File: src/hdl/spectral_noise_estimator_macros.svh
// assertion macros shared by the spectral noise estimator
`ifndef SPECTRAL_NOISE_ESTIMATOR_MACROS_SVH
`define SPECTRAL_NOISE_ESTIMATOR_MACROS_SVH

// expr must hold at every clock edge out of reset
`define SNE_ASSERT_ALWAYS(lbl, expr, msg) \
  lbl: assert property (@(posedge clk) disable iff (!rst_n) (expr)) else $error(msg);

// same-cycle implication
`define SNE_ASSERT_IMPLY(lbl, ante, cons, msg) \
  lbl: assert property (@(posedge clk) disable iff (!rst_n) (ante) |-> (cons)) else $error(msg);

// next-cycle implication
`define SNE_ASSERT_NEXT(lbl, ante, cons, msg) \
  lbl: assert property (@(posedge clk) disable iff (!rst_n) (ante) |=> (cons)) else $error(msg);

`endif

File: src/hdl/sne_pkg.sv
// types and constants of the spectral noise estimator
package sne_pkg;

  localparam int BIN_W      = 10;
  localparam int PWR_W      = 32;
  localparam int PROB_W     = 16;
  localparam int THR_W      = 16;
  localparam int CFG_ADDR_W = 5;
  localparam int CFG_DATA_W = 32;
  localparam int PIPE_DEPTH = 7;

  // q1.15 coefficients
  localparam logic [14:0] C_SMOOTH_OLD = 15'd22938;
  localparam logic [14:0] C_SMOOTH_NEW = 15'd9830;
  localparam logic [14:0] C_GAMMA      = 15'd32702;
  localparam logic [8:0]  C_MIN_GAIN   = 9'd328;
  // minimum gain times beta, folded into one constant
  localparam logic [23:0] C_GAIN_BETA  = 24'd8598192;
  localparam logic [14:0] C_P_OLD      = 15'd6554;
  // presence weight times one, scaled by 2^15
  localparam logic [31:0] C_P_NEW_ONE  = 32'd858980352;
  localparam logic [15:0] C_AD         = 16'd32440;
  localparam logic [15:0] Q15_ONE      = 16'd32768;
  localparam logic [15:0] ROUND15      = 16'd16384;
  localparam logic [29:0] ROUND30      = 30'd536870912;

  // reset values of the configuration registers
  localparam logic [BIN_W-1:0] RST_LOW_LAST   = 10'd43;
  localparam logic [BIN_W-1:0] RST_HIGH_FIRST = 10'd128;
  localparam logic [THR_W-1:0] RST_THR_LOW    = 16'd512;
  localparam logic [THR_W-1:0] RST_THR_MID    = 16'd512;
  localparam logic [THR_W-1:0] RST_THR_HIGH   = 16'd768;

  typedef enum logic [2:0] {
    REG_LOW_LAST   = 3'd0,
    REG_HIGH_FIRST = 3'd1,
    REG_THR_LOW    = 3'd2,
    REG_THR_MID    = 3'd3,
    REG_THR_HIGH   = 3'd4
  } reg_idx_t;

  typedef struct packed {
    logic [BIN_W-1:0] low_last;
    logic [BIN_W-1:0] high_first;
    logic [THR_W-1:0] thr_low;
    logic [THR_W-1:0] thr_mid;
    logic [THR_W-1:0] thr_high;
  } cfg_t;

  typedef struct packed {
    logic [PWR_W-1:0]  smoothed;
    logic [PWR_W-1:0]  minimum;
    logic [PROB_W-1:0] presence;
    logic [PWR_W-1:0]  noise;
  } entry_t;

  typedef struct packed {
    logic [BIN_W-1:0]  bin;
    logic [PWR_W-1:0]  noise;
    logic [PROB_W-1:0] presence;
    logic              speech;
    logic              frame_end;
  } result_t;

endpackage

File: src/hdl/sne_cfg_regs.sv
// apb register file holding band limits and ratio thresholds
module sne_cfg_regs (
  input  logic                             clk,
  input  logic                             rst_n,
  input  logic                             psel,
  input  logic                             penable,
  input  logic                             pwrite,
  input  logic [sne_pkg::CFG_ADDR_W-1:0]   paddr,
  input  logic [sne_pkg::CFG_DATA_W-1:0]   pwdata,
  output logic [sne_pkg::CFG_DATA_W-1:0]   prdata,
  output logic                             pready,
  output sne_pkg::cfg_t                    cfg
);

  sne_pkg::cfg_t    cfg_r;
  sne_pkg::reg_idx_t idx;

  assign idx    = sne_pkg::reg_idx_t'(paddr[4:2]);
  assign pready = 1'b1;
  assign cfg    = cfg_r;

  always_ff @(posedge clk) begin
    if (!rst_n) begin
      cfg_r.low_last   <= sne_pkg::RST_LOW_LAST;
      cfg_r.high_first <= sne_pkg::RST_HIGH_FIRST;
      cfg_r.thr_low    <= sne_pkg::RST_THR_LOW;
      cfg_r.thr_mid    <= sne_pkg::RST_THR_MID;
      cfg_r.thr_high   <= sne_pkg::RST_THR_HIGH;
    end else if (psel && penable && pwrite) begin
      unique case (idx)
        sne_pkg::REG_LOW_LAST:   cfg_r.low_last   <= pwdata[sne_pkg::BIN_W-1:0];
        sne_pkg::REG_HIGH_FIRST: cfg_r.high_first <= pwdata[sne_pkg::BIN_W-1:0];
        sne_pkg::REG_THR_LOW:    cfg_r.thr_low    <= pwdata[sne_pkg::THR_W-1:0];
        sne_pkg::REG_THR_MID:    cfg_r.thr_mid    <= pwdata[sne_pkg::THR_W-1:0];
        sne_pkg::REG_THR_HIGH:   cfg_r.thr_high   <= pwdata[sne_pkg::THR_W-1:0];
        default: ;
      endcase
    end
  end

  always_comb begin
    unique case (idx)
      sne_pkg::REG_LOW_LAST:   prdata = 32'(cfg_r.low_last);
      sne_pkg::REG_HIGH_FIRST: prdata = 32'(cfg_r.high_first);
      sne_pkg::REG_THR_LOW:    prdata = 32'(cfg_r.thr_low);
      sne_pkg::REG_THR_MID:    prdata = 32'(cfg_r.thr_mid);
      sne_pkg::REG_THR_HIGH:   prdata = 32'(cfg_r.thr_high);
      default:                 prdata = '0;
    endcase
  end

endmodule

File: config.mk
export PLATFORM = sky130hd
export DESIGN_NAME = sne_cfg_regs
export DESIGN_NICKNAME = d
export VERILOG_FILES = /design/src/hdl/spectral_noise_estimator_macros.svh /design/src/hdl/sne_pkg.sv /design/src/hdl/sne_cfg_regs.sv
export SDC_FILE = /design/constraint.sdc
export NUM_CORES = 1
export LEC_CHECK = 0
export ABC_AREA = 1
export BUFFER_PORTS_ARGS = -buffer_cell sky130_fd_sc_hd__buf_2
export CAP_MARGIN = 10
export CORE_MARGIN = 2
export CORE_UTILIZATION = 52
export CTS_CLUSTER_SIZE = 10
export DETAILED_ROUTE_END_ITERATION = 8
export GPL_TIMING_DRIVEN = 0
export HOLD_SLACK_MARGIN = 0.08
export PLACE_DENSITY = 0.85
export SLEW_MARGIN = 25
export SYNTH_ARGS = -nofsm -noshare
export SYNTH_HDL_FRONTEND = slang
export SYNTH_SLANG_ARGS = --single-unit
File: constraint.sdc
create_clock -name clk -period 1.7 [get_ports clk]
set_input_delay 0.085 -clock clk [delete_from_list [all_inputs] [get_ports clk]]
set_output_delay 0.085 -clock clk [all_outputs]
set_load 0.02 [all_outputs]
==> impl_results.md, run 1 <==
- Total grt overflow: 0
- Library cells used by synthesis: 19
- Final Util: 69.6%
- Port Buffer Count: 104
- GR peak layer: met2
- Top_reg_cell synth: dfxtp_1
- Met2 global-route usage: 50.5%
- Worst hold margin: 0.0867 ns
- Initial antenna violation count: 0
- Top cell type's share of synthesized area: 39.0%
- Row Count: 29
- Setup ws final: 0.170 ns
- Fin crit period: 1.53 ns
- Fin cells: 769
- Postcts setup bufs: 0
- Clk slew on worst S/H paths: 0.08 ns
- # DRC: 0
- Core ar.: 0.00642 mm²
- Fin nets: 729
- Global Route Usage Sum: 30.1%
- Syn Inst Count: 548
- Die H: 85.9 µm
- Initial core utilization: 54.3%
- Share of layout cells above drive strength 1: 25.6%
- Fin. Hold Viols: 0
- Max clock buf depth: 2
- Width of the chip: 85.9 µm
- Clock latency on the worst-skew pair: 0.34 ns
- TNS Setup: 0 ns
- Area Growth Syn to Fin: 28.0%
- Data required, critical path: 1.62 ns
- Status: finished, final reports clean
- GPL Wtd Cong: 0.877
- H-tree depth: 3
- Antenna Violating Nets Remaining: 0
- Worst Path Max Fanout: 10
- Worst setup path class: in2out
- Sequential group share of total power: 45.9%
- CTS tree: yes
- Initial DRC count: 512
- First-pass DRT Iterations: 6
- Placed cell areas: 0.00416 mm²
- Ys Warns: 0
- Switch share: 27.3%
- DP Cell Count: 744
- Worst-Margin Slew: 0.610 ns
- Worst Setup End Kind: output pin
- Final Setup Violations: 0
- CTS root buf: clkbuf_8
- Via count: 4103
- Largest register FFs: 68
- Crit share post-route: 90.0%
- PnR Total Power: 3.55 mW
- Post-place setup slack: 0.226 ns
- Worst VDD drop: 367 µV
- Count of flip-flops with a built-in enable after synthesis: 0
- Net Sw Power: 968 µW
- Max-Cap Viols: 0
- Yosys reg bits: 68
- Synth Cell Area: 0.00349 mm²
- Io pins: 143
- Filler cells: 571
- Clk pwr share: 41.1%
- Int Pwr: 2.58 mW
- Vias per cell: 5.34
- Leading area contributor after synthesis: dfxtp_1
- Mean Syn Cell Area: 6.37 µm²
- Rel. slew slack: 59.3%
- Largest net degree at the start of global routing: 13
- HPWL Detailed: 7.99 mm
- Pwr/cell area: 795 mW/mm²
- Ys async rst share: 0%
- Top cells by area, synth: dfxtp_1 39%, nand2_1 17%, nor2_1 15%
- RSZ-0062 raised after global routing: false
- M3 GR Usage: 4.04%
- Met1 Use GR: 39.2%
- Logic pwr share: 13.0%
- Peak Freq: 0.654 GHz
- Post-route cell area: 0.00447 mm²
- Avg WL per Cell: 14.6 µm
- Vias in the first global route: 3697
- Seq/Total Area, Yosys: 39.0%
- Antenna cells: 0
- Critical Path Source Type: input port
- CTS sink cnt: 68
- Number of CTS-inserted buffers: 9
- Post-Route Skew: 0 ns
- Final Max Slew Viols: 0
- Arr. time, crit path: 1.45 ns
- First-pass GRT wire length: 17.5 mm
- Final wirelength: 11.2 mm
- Worst Hold Class: in2reg
- P_leak: 2.35 nW
- Die area: 0.00738 mm²
[kinds of logic after synthesis]
| group | count (synthesis) | synth area share (%) |
|---|---|---|
| AO/OA/AOI/OAI | 3 | 0.430 |
| buffers and inverters | 80 | 12.1 |
| flip-flops | 68 | 39.0 |
| other | 2 | 0.215 |
| AND/OR/NAND/NOR | 395 | 48.3 |
[metal layers]
layer | routed length, µm | up-vias
met5 | 0 | -
met4 | 335 | 0
met3 | 1320 | 40
met2 | 5350 | 300
met1 | 4220 | 1820
li1 | - | 1943
[area by class of cell]
class                      count  area, µm²  area share (%)
tap                           77       96.3            2.16
clock buffer                   9        124            2.77
clock inverter                 7       91.3            2.04
inverter                      33        124            2.77
sequential                    68       1360            30.5
multi-input combinational    415       1760            39.5
timing repair buffer         113        611            13.7
buffer                        47        298            6.66
[power groups by stage]
stage / clock [mW] / combinational (mW) / sequential [mW]
final: 1.46 / 0.462 / 1.63
after global placement: 0 / 0.425 / 1.67
after detailed placement: 0 / 0.432 / 1.67
after floorplan: 0 / 0.280 / 1.69
after CTS: 1.45 / 0.450 / 1.63
after global routing: 1.53 / 0.498 / 1.63
[synth_stat cells (2+ instances only)]
master / n
buf_1: 5
buf_2: 13
buf_4: 24
buf_6: 2
clkbuf_1: 3
conb_1: 2
dfxtp_1: 68
inv_1: 29
inv_2: 4
nand2_1: 158
nand2_2: 2
nand3_1: 74
nand3_2: 2
nand4_1: 14
nor2_1: 135
nor2_2: 5
nor2_4: 4
o21ai_0: 3
[critical path, stage by stage]
cell	delay [ns]
buf_4	0.15
inv_2	0.08
nand2_1	0.05
nor2_1	0.37
buf_2	0.33
nand2_1	0.10
nand3_1	0.10
buf_2	0.17
[cell usage in the layout, fill, tap and decap left out, types with 2 or more instances in the layout]
master         instances
nand2_1              158
nor2_1               135
buf_2                117
nand3_1               74
dfxtp_1               68
inv_1                 29
buf_4                 24
conb_1                17
nand4_1               14
clkbuf_8               9
dlygate4sd3_1          9
nor2_2                 5
buf_1                  5
inv_2                  4
nor2_4                 4
clkbuf_1               3
o21ai_0                3
clkinv_2               3
nand2_2                2
buf_6                  2
nand3_2                2
bufinv_16              2
[final timing paths]
kind / startpoint / end / slack [ns] / cells past startpoint
setup reg to reg: cfg[40] / cfg[40] / 1.03 / 2
hold reg to reg: cfg[63] / cfg[63] / 0.49 / 2
hold / removal: pwdata[11] / cfg[27] / 0.09 / 5
setup / recovery: paddr[4] / prdata[10] / 0.17 / 8
[what timing repair did]
item                                    CTS  global route
endpoints found under the setup margin    0             0
resized for setup                         0             0
hold buffers                              9             0
endpoints found under the hold margin    11             0
Note: power is estimated with default switching activity, not from simulation.
==> run 2, diff against run 1 <==
--- a/config.mk
+++ b/config.mk
@@ -14,6 +14,7 @@
 export DETAILED_ROUTE_END_ITERATION = 8
 export GPL_TIMING_DRIVEN = 0
 export HOLD_SLACK_MARGIN = 0.08
+export MAX_ROUTING_LAYER = met4
 export PLACE_DENSITY = 0.85
 export SLEW_MARGIN = 25
 export SYNTH_ARGS = -nofsm -noshare
==> impl_results.md, run 2 (synthesized netlist as in run 1, its figures left out) <==
- Total grt overflow: 0
- HPWL Detailed: 7.95 mm
- Clock latency on the worst-skew pair: 0.34 ns
- Vias in the first global route: 3548
- Initial DRC count: 509
- Endpoint, Worst Hold: cfg[12]
- Post-CTS sizing: 0
- Initial antenna violation count: 0
- Initial core utilization: 54.3%
- Worst hold margin: 0.0815 ns
- Largest register FFs: 68
- Postcts setup bufs: 0
- Final Util: 69.3%
- TNS Setup: 0 ns
- Multi-input logic area: 0.00176 mm²
- Critical Path Source Type: input port
- Core ar.: 0.00642 mm²
- Row Count: 29
- Min-delay src: pwdata[12]
- RSZ-0062 raised after global routing: false
- Reg area: 0.00136 mm²
- Width of the chip: 85.9 µm
- Final Max Slew Viols: 0
- Die area: 0.00738 mm²
- Worst Setup End Kind: output pin
- DP Cell Count: 744
- Peak Freq: 0.648 GHz
- Rel. slew slack: 56.7%
- Worst setup path class: in2out
- H-tree depth: 3
- Fin. Hold Viols: 0
- FF-to-FF path depth: 2
- Pwr/cell area: 750 mW/mm²
- Worst-Margin Slew: 0.649 ns
- Worst Path Max Fanout: 10
- Arr. time, crit path: 1.46 ns
- CP max stage cell: nor2_1
- P_leak: 2.35 nW
- Vias per cell: 5.30
- Crit-path max cell delay: 0.41 ns
- Fin nets: 731
- Io pins: 143
- GPL Wtd Cong: 0.892
- PnR Total Power: 3.34 mW
- First-pass DRT Iterations: 5
- FF-to-FF End: cfg[25]
- Number of CTS-inserted buffers: 9
- Final Setup Violations: 0
- Clk slew on worst S/H paths: 0.08 ns
- Final wirelength: 11.2 mm
- Antenna Violating Nets Remaining: 0
- Filler cells: 555
- Share of layout cells above drive strength 1: 25.4%
- Max clock buf depth: 2
- # DRC: 0
- CTS Hold Bufs: 11
- Most common cell after layout, fill and taps aside: nand2_1
- CTS root buf: clkbuf_8
- Data required, critical path: 1.62 ns
- Fin crit period: 1.54 ns
- RR Startpoint: cfg[25]
- Largest net degree at the start of global routing: 12
- Area Growth Syn to Fin: 27.6%
- Most frequent cells in the layout: 158 x nand2_1, 135 x nor2_1, 117 x buf_2
- CTS sink cnt: 68
- Antenna cells: 0
- Die H: 85.9 µm
- Global Route Usage Sum: 30.8%
- Hold path depth: 5
- Avg WL per Cell: 14.5 µm
- Crit share post-route: 90.7%
- Post-Route Skew: 0 ns
- Status: finished, final reports clean
- Worst path cell trace: buf_4 > inv_2 > nand2_1 > nor2_1 > buf_2 > nand2_1 > nand3_1 > buf_2
- Via count: 4086
- R2r setup slk: 1.04 ns
- First-pass GRT wire length: 17.1 mm
- Worst Hold Class: in2reg
- CTS tree: yes
- Max-Cap Viols: 0
- Port Buffer Count: 104
- Fin cells: 771
- Worst VDD drop: 410 µV
[run 2: cell count changes in the layout (fill, tap and decap cells not counted), sizes merged]
cell,previous run,this run
dlygate4sd3,9,11
clkinvlp,1,0
bufinv,2,0
clkbuf,12,15
[run 2: cell type report]
class                      count  share of cell area, %
clock inverter                 4                  0.534
sequential                    68                   30.6
tap                           77                   2.16
buffer                        47                   6.69
inverter                      33                   2.78
timing repair buffer         115                   14.2
clock buffer                  12                   3.49
multi-input combinational    415                   39.6
[run 2: through the flow]
stage | area [µm²] | setup WS [ns]
6_report | 4450 | 0.157
5_1_grt | 4450 | 0.0443
4_1_cts | 4450 | 0.176
3_5_place_dp | 4160 | 0.177
3_3_place_gp | 4160 | 0.231
2_1_floorplan | 3550 | 0.553
[run 2: critical path, delay by kind of cell]
kind	cells	cell delay, ns
buffers and inverters	4	0.72
and+or+nand+nor	4	0.65
[run 2: how the worst max path moves through the flow]
stage / from / to / depth (start not counted)
finish: paddr[4] / prdata[10] / 8
floorplan: paddr[4] / prdata[10] / 7
CTS: paddr[4] / prdata[10] / 8
detailed placement: paddr[4] / prdata[10] / 8
global placement: paddr[4] / prdata[10] / 8
global route: paddr[4] / prdata[11] / 8
[run 2: per-layer routing]
layer	part of all wire (%)	routed length [µm]	track usage, %
met3	11	1250	4.62
met1	39	4370	38.9
met4	1.9	214	11.0
met2	48	5350	50.0
met5	0	0	-
[run 2: report_power, final]
part	internal, mW	switching, mW	total [mW]
logic	0.154	0.313	0.467
registers	1.61	0.0176	1.63
clock network	0.605	0.639	1.24
total	2.37	0.969	3.34
==> run 3, diff against run 2 <==
--- a/config.mk
+++ b/config.mk
@@ -6,16 +6,16 @@
 export NUM_CORES = 1
 export LEC_CHECK = 0
 export ABC_AREA = 1
-export BUFFER_PORTS_ARGS = -buffer_cell sky130_fd_sc_hd__buf_2
 export CAP_MARGIN = 10
 export CORE_MARGIN = 2
-export CORE_UTILIZATION = 52
+export CORE_UTILIZATION = 62
 export CTS_CLUSTER_SIZE = 10
 export DETAILED_ROUTE_END_ITERATION = 8
-export GPL_TIMING_DRIVEN = 0
+export DONT_BUFFER_PORTS = 1
 export HOLD_SLACK_MARGIN = 0.08
 export MAX_ROUTING_LAYER = met4
-export PLACE_DENSITY = 0.85
+export PLACE_DENSITY = 0.78
+export RECOVER_POWER = 100
 export SLEW_MARGIN = 25
 export SYNTH_ARGS = -nofsm -noshare
 export SYNTH_HDL_FRONTEND = slang
==> impl_results.md, run 3 (synthesized netlist as in run 1, its figures left out) <==
- Status: finished, final reports clean
- Final wirelength: 10.0 mm
- Die H: 79.0 µm
- Width of the chip: 79.0 µm
- # DRC: 0
- Rel. slew slack: 47.5%
- Most common cell after layout, fill and taps aside: nand2_1
- Fin cells: 645
- Worst VDD drop: 445 µV
- TNS Setup: 0 ns
- Top sig layer: met4
- Number of CTS-inserted buffers: 9
- Initial antenna violation count: 0
- H-tree depth: 3
- PnR Total Power: 3.15 mW
- Post-place setup slack: 0.398 ns
- Fin. Hold Viols: 0
- Clock latency on the worst-skew pair: 0.34 ns
- Placed cell areas: 0.00345 mm²
- Most frequent cells in the layout: 158 x nand2_1, 138 x nor2_1, 73 x nand3_1
- Total grt overflow: 0
- Critical Path Source Type: input port
- Arr. time, crit path: 1.52 ns
- Initial DRC count: 304
- Worst Path Max Fanout: 14
- GPL Wtd Cong: 0.950
- Final Max Slew Viols: 0
- Die area: 0.00624 mm²
- Worst Setup End Kind: output pin
- Fin crit period: 1.60 ns
- Final Setup Violations: 0
- Fin nets: 612
- Antenna cells: 0
- P_leak: 1.74 nW
- Antenna Violating Nets Remaining: 0
- DP Cell Count: 601
- Post-Route Skew: 0 ns
- Initial core utilization: 63.8%
- Largest register FFs: 68
- DR WL met3: 909 µm
- Area Growth Syn to Fin: 11.3%
- RSZ-0062 raised after global routing: false
- Hold path depth: 4
- Via count: 3540
- Setup ws final: 0.0980 ns
- Io pins: 143
- Largest net degree at the start of global routing: 69
- CTS sink cnt: 68
- Worst setup path class: in2out
- Final Util: 71.0%
- Avg WL per Cell: 15.5 µm
- CTS tree: yes
- Port Buffer Count: 0
- Pwr/cell area: 811 mW/mm²
- Worst-Margin Slew: 0.785 ns
- Vias per cell: 5.49
- Global Route Usage Sum: 32.4%
- Row Count: 27
- First-pass GRT wire length: 15.2 mm
- Peak Freq: 0.624 GHz
- CTS root buf: clkbuf_8
- Multi-input logic area: 0.00176 mm²
- Post-route cell area: 0.00388 mm²
- Worst hold margin: 0.0820 ns
- Share of layout cells above drive strength 1: 7.68%
- Data required, critical path: 1.62 ns
- Vias in the first global route: 3111
- Max-Cap Viols: 0
- Crit share post-route: 94.2%
- First-pass DRT Iterations: 5
- Core ar.: 0.00547 mm²
- WL met1: 4.00 mm
- Metal2 WL: 4.74 mm
- HPWL Detailed: 6.42 mm
- FF-to-FF path depth: 3
- Filler cells: 492
- Worst Hold Class: in2reg
- Reg area: 0.00136 mm²
- Clk slew on worst S/H paths: 0.07 ns
- Max clock buf depth: 2
run 3: cell types whose count changed in the layout (fill, tap and decap cells not counted), moves of 2 or more:
cell | before | now
buf_2 | 117 | 0
buf_4 | 24 | 12
nor2_2 | 5 | 3
buf_6 | 2 | 0
buf_1 | 5 | 0
nor2_1 | 135 | 138
dlygate4sd3_1 | 11 | 26
run 3: critical path, stage by stage:
cell	delay (ns)
dlygate4sd3_1	0.65
nand3_2	0.13
inv_2	0.14
buf_4	0.18
nand2_1	0.06
nand2_1	0.06
inv_1	0.03
nand2_1	0.17
run 3: path summary, 6_finish.rpt:
kind              from         to  slack [ns]
min          pwdata[6]    cfg[22]        0.08
max           paddr[2]  prdata[6]         0.1
min reg2reg    cfg[13]    cfg[13]        0.59
max reg2reg    cfg[25]    cfg[25]        0.32
run 3: cell type report:
| type | count | share of cell area [%] |
|---|---|---|
| multi-input combinational | 415 | 45.2 |
| sequential | 68 | 35.0 |
| timing repair buffer | 43 | 10.2 |
| clock buffer | 11 | 3.64 |
| inverter | 33 | 3.22 |
| tap | 72 | 2.32 |
| clock inverter | 3 | 0.386 |
run 3: power by group:
group | total, mW | internal, mW | switching (mW)
sequential | 1.66 | 1.61 | 0.0458
combinational | 0.351 | 0.107 | 0.244
clock | 1.14 | 0.546 | 0.595
total | 3.15 | 2.27 | 0.885
run 3: repair_timing:
item                       4_1_cts  5_1_grt
setup endpoints to repair        0       13
hold endpoints to repair        68        0
hold buffers                    27        0
resized for setup                0        5
setup buffers                    0        3
run 3: routing by layer:
layer / vias up / track usage (%)
li1: 1713 / -
met1: 1583 / 39.9
met2: 209 / 50.9
met3: 35 / 5.80
met4: 0 / 16.9
met5: - / -
